$ cat src/rtl/core/cnd_pkg.sv
package cnd_pkg;

   // Field widths of the request and result channels.
   localparam int NUM_DENOM = 8;
   localparam int DENOM_W = 3;
   localparam int COUNT_W = 14;
   localparam int AMOUNT_W = 18;
   localparam int VALUE_W = 9;

   // Products and saturation limits.
   localparam int REFILL_PROD_W = COUNT_W + VALUE_W;
   localparam int RECIP_SHIFT = 28;
   localparam int RECIP_W = RECIP_SHIFT + 1;
   localparam int DIV_PROD_W = AMOUNT_W + RECIP_W;
   localparam int QUOT_W = DIV_PROD_W - RECIP_SHIFT;
   localparam int STOCK_MAX = 16383;
   localparam int BAL_MAX = 262143;

   // Default stock of the largest note; each smaller note holds twice the one above.
   localparam int BASE_STOCK_DEF = 100;

   // Note values, largest first.
   localparam logic [VALUE_W-1:0] NOTE_VALUE [NUM_DENOM] = '{
      9'd500, 9'd150, 9'd50, 9'd20, 9'd10, 9'd5, 9'd2, 9'd1
   };

   // Rounded-up reciprocals scaled by 2^RECIP_SHIFT; exact quotients for 18-bit amounts.
   localparam logic [RECIP_W-1:0] NOTE_RECIP [NUM_DENOM] = '{
      29'd536871, 29'd1789570, 29'd5368710, 29'd13421773,
      29'd26843546, 29'd53687092, 29'd134217728, 29'd268435456
   };

   typedef enum logic [2:0] {
      STS_OK = 3'd0,
      STS_OVER = 3'd1,
      STS_CANCEL = 3'd2,
      STS_EMPTY = 3'd3,
      STS_REFILL_BAD = 3'd4
   } status_type;

   typedef enum logic [2:0] {
      S_IDLE,
      S_DECIDE,
      S_DIV,
      S_UPD,
      S_FIN,
      S_REF_APPLY,
      S_SEND
   } state_type;

   // Commands from the controller to the datapath.
   typedef struct packed {
      logic capture;
      logic ref_eval;
      logic ref_apply;
      logic load_status;
      logic div;
      logic upd;
      logic finish;
      logic load_note;
      logic [DENOM_W-1:0] idx;
   } cmd_type;

   // Status from the datapath to the controller.
   typedef struct packed {
      logic is_refill;
      logic special;
      logic last;
   } sts_type;

   // Capacity of one note kind, saturated at the stock width.
   function automatic logic [COUNT_W-1:0] capacity(input int base, input logic [DENOM_W-1:0] i);
      int c;
      c = base << i;
      if (c > STOCK_MAX) begin
         c = STOCK_MAX;
      end
      return COUNT_W'(c);
   endfunction

   // Cash held by a fully stocked machine, saturated at the balance width.
   function automatic logic [AMOUNT_W-1:0] reset_balance(input int base);
      longint s;
      s = 0;
      for (int k = 0; k < NUM_DENOM; k++) begin
         s = s + longint'(capacity(base, DENOM_W'(k))) * longint'(NOTE_VALUE[k]);
      end
      if (s > BAL_MAX) begin
         s = BAL_MAX;
      end
      return AMOUNT_W'(s);
   endfunction

endpackage

$ cat src/rtl/core/cash_note_dispenser_unit.sv
// Note dispenser with eight note kinds (500, 150, 50, 20, 10, 5, 2, 1) and a cash balance.
// Request channel: req_valid/req_stall with req_type (0 withdraw, 1 refill), req_amount,
// req_denom_index and req_refill_count. A request is taken when req_valid is high and
// req_stall is low; req_stall stays high until the last result of the previous request
// has been taken. Result channel: rsp_valid/rsp_stall with one result per note kind for
// a withdrawal (rsp_last on the eighth) and a single result for a refill or a status case.
// A status result is loaded in the decide state once the request is taken; a refill is
// checked in the decide state and its result is loaded in the apply state. A withdrawal
// walks the note kinds one at a time through a shared reciprocal multiplier, a divide and
// an update state per kind; its first result is loaded after the last kind, and the rest
// follow one per cycle while the receiver does not stall.
// A stalled result holds its value and the block simply waits.
// Reset fills every note kind to its capacity (BASE_STOCK times two to the kind index,
// capped at 16383) and sets the balance to the value of that stock.
module cash_note_dispenser_unit #(
   parameter int BASE_STOCK = cnd_pkg::BASE_STOCK_DEF
) (
   input  logic                          clock,
   input  logic                          reset,
   input  logic                          req_valid,
   output logic                          req_stall,
   input  logic                          req_type,
   input  logic [cnd_pkg::AMOUNT_W-1:0]  req_amount,
   input  logic [cnd_pkg::DENOM_W-1:0]   req_denom_index,
   input  logic [cnd_pkg::COUNT_W-1:0]   req_refill_count,
   output logic                          rsp_valid,
   input  logic                          rsp_stall,
   output logic [cnd_pkg::DENOM_W-1:0]   rsp_note_kind,
   output logic [cnd_pkg::COUNT_W-1:0]   rsp_note_count,
   output logic [2:0]                    rsp_status,
   output logic [cnd_pkg::AMOUNT_W-1:0]  rsp_undispensed,
   output logic [cnd_pkg::AMOUNT_W-1:0]  rsp_balance,
   output logic                          rsp_last
);
   import cnd_pkg::*;

   cmd_type cmd;
   sts_type sts;

   // Sequencer for request decode, the per-kind split and result delivery.
   cnd_ctrl u_ctrl (
      .clock     (clock),
      .reset     (reset),
      .req_valid (req_valid),
      .req_stall (req_stall),
      .rsp_valid (rsp_valid),
      .rsp_stall (rsp_stall),
      .sts       (sts),
      .cmd       (cmd)
   );

   // Stock, balance, arithmetic and the result register.
   cnd_datapath #(
      .BASE_STOCK (BASE_STOCK)
   ) u_datapath (
      .clock            (clock),
      .reset            (reset),
      .cmd              (cmd),
      .sts              (sts),
      .req_type         (req_type),
      .req_amount       (req_amount),
      .req_denom_index  (req_denom_index),
      .req_refill_count (req_refill_count),
      .rsp_note_kind    (rsp_note_kind),
      .rsp_note_count   (rsp_note_count),
      .rsp_status       (rsp_status),
      .rsp_undispensed  (rsp_undispensed),
      .rsp_balance      (rsp_balance),
      .rsp_last         (rsp_last)
   );

endmodule

$ cat src/rtl/core/cnd_ctrl.sv
module cnd_ctrl (
   input  logic            clock,
   input  logic            reset,
   input  logic            req_valid,
   output logic            req_stall,
   output logic            rsp_valid,
   input  logic            rsp_stall,
   input  cnd_pkg::sts_type sts,
   output cnd_pkg::cmd_type cmd
);
   import cnd_pkg::*;

   state_type          state_ff, state_in;
   logic [DENOM_W-1:0] idx_ff, idx_in;
   logic               valid_ff, valid_in;

   localparam logic [DENOM_W-1:0] LAST_IDX = DENOM_W'(NUM_DENOM - 1);

   assign rsp_valid = valid_ff;

   // State, index and result-valid registers.
   always_ff @(posedge clock) begin
      if (reset) begin
         state_ff <= S_IDLE;
         idx_ff <= '0;
         valid_ff <= 1'b0;
      end else begin
         state_ff <= state_in;
         idx_ff <= idx_in;
         valid_ff <= valid_in;
      end
   end

   // Next state and datapath commands.
   always_comb begin
      state_in = state_ff;
      idx_in = idx_ff;
      valid_in = valid_ff;
      req_stall = 1'b1;
      cmd = '0;
      cmd.idx = idx_ff;
      case (state_ff)
         S_IDLE: begin
            // Requests are held off while reset is applied.
            req_stall = reset;
            if (req_valid && !reset) begin
               cmd.capture = 1'b1;
               state_in = S_DECIDE;
            end
         end
         S_DECIDE: begin
            if (sts.is_refill) begin
               cmd.ref_eval = 1'b1;
               state_in = S_REF_APPLY;
            end else if (sts.special) begin
               cmd.load_status = 1'b1;
               valid_in = 1'b1;
               state_in = S_SEND;
            end else begin
               state_in = S_DIV;
            end
         end
         S_DIV: begin
            cmd.div = 1'b1;
            state_in = S_UPD;
         end
         S_UPD: begin
            cmd.upd = 1'b1;
            if (idx_ff == LAST_IDX) begin
               idx_in = '0;
               state_in = S_FIN;
            end else begin
               idx_in = idx_ff + DENOM_W'(1);
               state_in = S_DIV;
            end
         end
         S_FIN: begin
            // Settle the balance and present the first note result.
            cmd.finish = 1'b1;
            cmd.load_note = 1'b1;
            valid_in = 1'b1;
            state_in = S_SEND;
         end
         S_REF_APPLY: begin
            cmd.ref_apply = 1'b1;
            valid_in = 1'b1;
            state_in = S_SEND;
         end
         S_SEND: begin
            // On each taken result, either finish or load the next note result.
            if (!rsp_stall) begin
               if (sts.last) begin
                  valid_in = 1'b0;
                  idx_in = '0;
                  state_in = S_IDLE;
               end else begin
                  idx_in = idx_ff + DENOM_W'(1);
                  cmd.idx = idx_ff + DENOM_W'(1);
                  cmd.load_note = 1'b1;
               end
            end
         end
         default: begin
            state_in = S_IDLE;
         end
      endcase
   end

endmodule

$ cat src/rtl/core/cnd_datapath.sv
module cnd_datapath #(
   parameter int BASE_STOCK = cnd_pkg::BASE_STOCK_DEF
) (
   input  logic                          clock,
   input  logic                          reset,
   input  cnd_pkg::cmd_type              cmd,
   output cnd_pkg::sts_type              sts,
   input  logic                          req_type,
   input  logic [cnd_pkg::AMOUNT_W-1:0]  req_amount,
   input  logic [cnd_pkg::DENOM_W-1:0]   req_denom_index,
   input  logic [cnd_pkg::COUNT_W-1:0]   req_refill_count,
   output logic [cnd_pkg::DENOM_W-1:0]   rsp_note_kind,
   output logic [cnd_pkg::COUNT_W-1:0]   rsp_note_count,
   output logic [2:0]                    rsp_status,
   output logic [cnd_pkg::AMOUNT_W-1:0]  rsp_undispensed,
   output logic [cnd_pkg::AMOUNT_W-1:0]  rsp_balance,
   output logic                          rsp_last
);
   import cnd_pkg::*;

   localparam logic [DENOM_W-1:0] LAST_IDX = DENOM_W'(NUM_DENOM - 1);

   // Request and working registers.
   logic                     type_ff;
   logic [AMOUNT_W-1:0]      amount_ff;
   logic [DENOM_W-1:0]       denom_ff;
   logic [COUNT_W-1:0]       refill_ff;
   logic [AMOUNT_W-1:0]      rest_ff;
   logic [QUOT_W-1:0]        quot_ff;
   logic [COUNT_W-1:0]       taken_ff [NUM_DENOM];
   logic [REFILL_PROD_W-1:0] ref_prod_ff;
   logic                     ref_ok_ff;

   // Machine state.
   logic [COUNT_W-1:0]       stock_ff [NUM_DENOM];
   logic [AMOUNT_W-1:0]      balance_ff, balance_in;
   logic                     stock_we;
   logic [COUNT_W-1:0]       stock_in;

   // Result register.
   logic [DENOM_W-1:0]       kind_ff;
   logic [COUNT_W-1:0]       count_ff;
   status_type               status_ff;
   logic [AMOUNT_W-1:0]      und_ff;
   logic                     last_ff;

   // Combinational terms.
   logic [DENOM_W-1:0]       rd_idx;
   logic [COUNT_W-1:0]       stock_rd;
   logic [DIV_PROD_W-1:0]    div_prod;
   logic [COUNT_W-1:0]       take;
   logic [REFILL_PROD_W-1:0] take_value;
   logic [AMOUNT_W-1:0]      rest_next;
   logic [AMOUNT_W-1:0]      paid;
   logic [COUNT_W:0]         new_stock;
   logic                     ref_ok;
   logic [REFILL_PROD_W-1:0] ref_prod;
   logic [REFILL_PROD_W:0]   sum_bal;
   logic [AMOUNT_W-1:0]      ref_bal;
   logic                     bal_zero;
   logic                     over;
   logic                     cancel;
   status_type               special_code;

   // One stock read port: the refill kind, or the note kind being worked on.
   assign rd_idx = type_ff ? denom_ff : cmd.idx;
   assign stock_rd = stock_ff[rd_idx];

   // Withdrawal checks, empty machine first.
   assign bal_zero = (balance_ff == '0);
   assign over = (amount_ff > balance_ff);
   assign cancel = (amount_ff == '0);

   always_comb begin
      if (bal_zero) begin
         special_code = STS_EMPTY;
      end else if (over) begin
         special_code = STS_OVER;
      end else begin
         special_code = STS_CANCEL;
      end
   end

   assign sts.is_refill = type_ff;
   assign sts.special = bal_zero | over | cancel;
   assign sts.last = last_ff;

   // Quotient by reciprocal multiplication; registered before the next multiply.
   assign div_prod = DIV_PROD_W'(rest_ff) * DIV_PROD_W'(NOTE_RECIP[cmd.idx]);

   // Notes taken are capped by stock, and their value leaves the remainder.
   assign take = (quot_ff > QUOT_W'(stock_rd)) ? stock_rd : quot_ff[COUNT_W-1:0];
   assign take_value = REFILL_PROD_W'(take) * REFILL_PROD_W'(NOTE_VALUE[cmd.idx]);
   assign rest_next = rest_ff - take_value[AMOUNT_W-1:0];
   assign paid = amount_ff - rest_ff;

   // Refill check and value of the added notes.
   assign new_stock = {1'b0, stock_rd} + {1'b0, refill_ff};
   assign ref_ok = (new_stock <= {1'b0, capacity(BASE_STOCK, denom_ff)});
   assign ref_prod = REFILL_PROD_W'(refill_ff) * REFILL_PROD_W'(NOTE_VALUE[denom_ff]);
   assign sum_bal = (REFILL_PROD_W + 1)'(balance_ff) + (REFILL_PROD_W + 1)'(ref_prod_ff);
   assign ref_bal = (sum_bal > (REFILL_PROD_W + 1)'(BAL_MAX)) ?
                    AMOUNT_W'(BAL_MAX) : sum_bal[AMOUNT_W-1:0];

   // Next balance and stock write.
   always_comb begin
      balance_in = balance_ff;
      stock_we = 1'b0;
      stock_in = stock_rd;
      if (cmd.finish) begin
         balance_in = (paid > balance_ff) ? '0 : balance_ff - paid;
      end
      if (cmd.upd) begin
         stock_we = 1'b1;
         stock_in = stock_rd - take;
      end
      if (cmd.ref_apply && ref_ok_ff) begin
         balance_in = ref_bal;
         stock_we = 1'b1;
         stock_in = new_stock[COUNT_W-1:0];
      end
   end

   // Stock and balance start full.
   always_ff @(posedge clock) begin
      if (reset) begin
         for (int k = 0; k < NUM_DENOM; k++) begin
            stock_ff[k] <= capacity(BASE_STOCK, DENOM_W'(k));
         end
         balance_ff <= reset_balance(BASE_STOCK);
      end else begin
         balance_ff <= balance_in;
         if (stock_we) begin
            stock_ff[rd_idx] <= stock_in;
         end
      end
   end

   // Request capture and the greedy split.
   always_ff @(posedge clock) begin
      if (cmd.capture) begin
         type_ff <= req_type;
         amount_ff <= req_amount;
         denom_ff <= req_denom_index;
         refill_ff <= req_refill_count;
         rest_ff <= req_amount;
      end
      if (cmd.div) begin
         quot_ff <= div_prod[DIV_PROD_W-1:RECIP_SHIFT];
      end
      if (cmd.upd) begin
         rest_ff <= rest_next;
         taken_ff[cmd.idx] <= take;
      end
      if (cmd.ref_eval) begin
         ref_prod_ff <= ref_prod;
         ref_ok_ff <= ref_ok;
      end
   end

   // Result register loads.
   always_ff @(posedge clock) begin
      if (cmd.load_status) begin
         kind_ff <= '0;
         count_ff <= '0;
         status_ff <= special_code;
         und_ff <= '0;
         last_ff <= 1'b1;
      end
      if (cmd.load_note) begin
         kind_ff <= cmd.idx;
         count_ff <= taken_ff[cmd.idx];
         status_ff <= STS_OK;
         und_ff <= (cmd.idx == LAST_IDX) ? rest_ff : '0;
         last_ff <= (cmd.idx == LAST_IDX);
      end
      if (cmd.ref_apply) begin
         kind_ff <= denom_ff;
         count_ff <= ref_ok_ff ? new_stock[COUNT_W-1:0] : stock_rd;
         status_ff <= ref_ok_ff ? STS_OK : STS_REFILL_BAD;
         und_ff <= '0;
         last_ff <= 1'b1;
      end
   end

   assign rsp_note_kind = kind_ff;
   assign rsp_note_count = count_ff;
   assign rsp_status = 3'(status_ff);
   assign rsp_undispensed = und_ff;
   assign rsp_balance = balance_ff;
   assign rsp_last = last_ff;

endmodule

$ cat config.mk
export PLATFORM = sky130hd
export DESIGN_NAME = cash_note_dispenser_unit
export DESIGN_NICKNAME = d
export VERILOG_FILES = /design/src/rtl/core/cnd_pkg.sv /design/src/rtl/core/cash_note_dispenser_unit.sv /design/src/rtl/core/cnd_ctrl.sv /design/src/rtl/core/cnd_datapath.sv
export SDC_FILE = /design/constraint.sdc
export NUM_CORES = 2
export LEC_CHECK = 0
export ABC_AREA = 1
export BUFFER_PORTS_ARGS = -buffer_cell sky130_fd_sc_hd__buf_2
export CAP_MARGIN = 20
export CORE_MARGIN = 10
export CORE_UTILIZATION = 50
export DETAILED_ROUTE_END_ITERATION = 7
export PLACE_DENSITY = 0.73
export SYNTH_ARGS = -nofsm -noshare
export SYNTH_HDL_FRONTEND = slang
export SYNTH_SLANG_ARGS = --single-unit
export TNS_END_PERCENT = 5
$ cat constraint.sdc
create_clock -name clock -period 13.05 [get_ports clock]
set_clock_uncertainty 0.15 [all_clocks]
set_input_delay 0.6525 -clock clock [delete_from_list [all_inputs] [get_ports clock]]
set_output_delay 0.6525 -clock clock [all_outputs]
set_load 0.005 [all_outputs]
==> results.yml <==
outcome:
  status: "complete, no violations"
global_routing:
  grt_max_degree: 61
  grt.met3_usage: 0.06266
  grtUsageTotal: 0.2710
  grt_util_met2: 0.4341
  grt_busiest_layer: "met2"
  antenna_found_initial: 0
  grt_pass1_vias: 35690
  grt-ovfl-total: 0
  grt_pass1_wl_mm: 205.2
  grt_util_met1: 0.3431
floorplanning:
  start_util: 0.5025
  die_w_um: 314.8
  io_pins: 99
  dieArea_um2: 99110
  rows: 108
  die_h_um: 314.8
  coreArea_um2: 86480
placement:
  io_buffers: 98
  place_congestion: 1.062
  dp_hpwl_mm: 105.1
routing:
  via_count: 34670
  wirelength_mm: 133.4
  drcViolationCount: 0
  vias_per_cell: 5.622
  wire_per_inst_um: 21.64
  drtAntennaViolNets: 0
  first_pass_iters: 6
  drt_iter0_drc: 3515
worst_setup_path:
  worstSetupPathDepth: 44
  crit_path_start_kind: "register"
  worstPathArrival_ns: 11.09
  max_stage_delay_ns: 0.77
  worstSetupPathType: "register to register"
  cp_slowest_cell: "a21oi_1"
  worstPathRequired_ns: 13.25
  critPathTopFamily: "adder cells"
  critPathBufInv: 8
  end_kind: "register"
  crit_top_cell: "nand2_1"
  r2r_cells: 44
  path_max_fanout: 60
timing:
  fin_crit_sh: 0.8341
  slew_headroom: 0.2702
  finalSetupTns_ns: 0
  min_period_ns: 10.88
  rsz0062_at_grt: "false"
  hold_violations: 0
  drv_slew: 0
  worst_pin_slew_ns: 1.092
  fmax_mhz: 91.87
  holdWs_ns: 0.04658
  setup_viol: 0
layout:
  fillers: 7854
  num_antenna_cells: 0
  mostFrequentLayoutCells: "inv_1, nand2_1, nor2_1, fa_1, ha_1"
  layout_commonest_cell: "inv_1"
  finalNetCount: 5956
  drive_gt1_frac: 0.06745
  area_delta_synth_final_pct: 7.486
yosys:
  synth-seq-cells: 385
  synthArstFlopShare: 0
  yosysSeqAreaShare: 0.2559
  synth_cell_types: 67
  synthCells: 4926
  synth_top_flop_cell: "edfxtp_1"
  synthesis.area_um2: 43460
  synth_area_per_cell_um2: 8.822
  synth_edf_count: 341
  synth_fp_nets: 5907
  yosys_warnings: 0
cts:
  cts_setup_buffers: 0
  clock_latency_ns: 0.63
  cts-hold-fix-buffers: 0
  clock_sinks: 385
  cts_buffers: 44
  cts.repair.resized: 0
  clockRootBuffer: "clkbuf_16"
  tritoncts: "done"
  clock_tree.htree_level_count: 2
  cts_buffer_depth: 3
  clkTransAtPathRegs_ns: 0.06
min_path:
  hp-class: "input pin to register"
  hold_depth: 1
flow_run:
  maxCapViolations: 0
==> final timing paths <==
path | start | end | slack [ns]
setup / recovery | u_ctrl.state_ff[1]$_SDFFE_PP0P_ | u_datapath.rest_ff[16]$_DFFE_PP_ | 2.17
hold / removal | req_refill_count[7] | u_datapath.refill_ff[7]$_DFFE_PP_ | 0.05
setup reg to reg | u_ctrl.state_ff[1]$_SDFFE_PP0P_ | u_datapath.rest_ff[16]$_DFFE_PP_ | 2.17
hold reg to reg | u_ctrl.rsp_valid$_SDFFE_PP0P_ | u_ctrl.rsp_valid$_SDFFE_PP0P_ | 0.31
==> layout make-up <==
class                           count  area [um^2]  area share
Timing Repair Buffer              138        823.3     0.01763
Clock buffer                       51         1167     0.02499
Clock inverter                     31        337.8    0.007232
Multi-Input combinational cell   3368        27920      0.5977
Sequential cell                   385        11120      0.2381
Tap cell                         1155         1445     0.03094
Inverter                         1038         3899     0.08347
==> kinds of logic after synthesis <==
family	count (synthesis)	synth area share
AOI/OAI and AO/OA	554	0.07630
xor gates and xnor gates	129	0.02686
adders and majority gates	941	0.3728
buffers and inverters	1173	0.1027
DFF	385	0.2559
muxes	9	0.002073
and+or+nand+nor	1735	0.1633
==> synth_stat cells (4+ instances only) <==
| cell | number | area share |
|---|---|---|
| a211oi_1 | 9 | 0.0016 |
| a21boi_0 | 10 | 0.0017 |
| a21o_1 | 16 | 0.0028 |
| a21oi_1 | 226 | 0.026 |
| a21oi_2 | 7 | 0.0014 |
| a22o_1 | 6 | 0.0012 |
| a31oi_1 | 8 | 0.0012 |
| a32o_1 | 9 | 0.0021 |
| buf_1 | 12 | 0.0010 |
| buf_2 | 10 | 0.0012 |
| buf_6 | 5 | 0.0013 |
| clkbuf_1 | 106 | 0.0092 |
| clkinv_1 | 12 | 0.0010 |
| dfxtp_1 | 44 | 0.020 |
| edfxtp_1 | 341 | 0.24 |
| fa_1 | 590 | 0.27 |
| ha_1 | 351 | 0.10 |
| inv_1 | 1005 | 0.087 |
| inv_2 | 20 | 0.0017 |
| mux2i_1 | 9 | 0.0021 |
| nand2_1 | 873 | 0.075 |
| nand2_2 | 19 | 0.0027 |
| nand2_4 | 8 | 0.0021 |
| nand3_1 | 108 | 0.012 |
| nand3_2 | 5 | 0.0012 |
| nand4_1 | 34 | 0.0049 |
| nor2_1 | 613 | 0.053 |
| nor2_2 | 9 | 0.0013 |
| nor2_4 | 9 | 0.0023 |
| nor3_1 | 25 | 0.0029 |
| nor4_1 | 12 | 0.0017 |
| o2111ai_1 | 8 | 0.0016 |
| o211ai_1 | 13 | 0.0022 |
| o21a_1 | 4 | 0.00069 |
| o21ai_0 | 143 | 0.016 |
| o21ai_1 | 9 | 0.0010 |
| o21ai_2 | 9 | 0.0018 |
| o21bai_1 | 13 | 0.0022 |
| o221ai_1 | 21 | 0.0042 |
| o22ai_1 | 20 | 0.0029 |
| or2_2 | 13 | 0.0019 |
| xnor2_1 | 48 | 0.0097 |
| xor2_1 | 79 | 0.016 |
==> registers in the layout (all words and copies together), names as in the netlist, 3 cells and up <==
name	cells
u_ctrl.idx_ff	3
u_ctrl.state_ff	3
u_datapath.amount_ff	18
u_datapath.denom_ff	3
u_datapath.quot_ff	19
u_datapath.ref_prod_ff	23
u_datapath.refill_ff	14
u_datapath.rest_ff	18
u_datapath.rsp_balance	18
u_datapath.rsp_note_count	14
u_datapath.rsp_note_kind	3
u_datapath.rsp_status	3
u_datapath.rsp_undispensed	18
u_datapath.stock_ff	112
u_datapath.taken_ff	112
==> worst reg2reg max path: cells and delay by family, from the launching register on <==
kind | cells | cell delay [ns]
DFF | 1 | 0.55
buffers and inverters | 8 | 1.74
adders and majority gates | 7 | 3.30
and+or+nand+nor | 21 | 2.83
AOI/OAI and AO/OA | 8 | 2.04
==> through the flow <==
| stage | setup slack, ns | cells | utilization | instance area [um^2] |
|---|---|---|---|---|
| 5_1_grt | 1.361 | 6166 | 0.5401 | 46710 |
| 3_3_place_gp | 2.412 | 6080 | 0.5220 | 45140 |
| 6_report | 2.165 | 6166 | 0.5401 | 46710 |
| 4_1_cts | 2.248 | 6162 | 0.5394 | 46650 |
| 3_5_place_dp | 2.234 | 6080 | 0.5220 | 45140 |
| 2_1_floorplan | 3.810 | 4926 | - | 43460 |
==> per-layer routing <==
metal  wire (um)  part of all wire
met3       13400              0.10
met2       60660              0.45
met1       51750              0.39
met5           0                 0
met4        7608             0.057
Power is left out: the tool's default activity adds up to more than one toggle a clock period on the data nets, which glitch-free logic cannot reach.
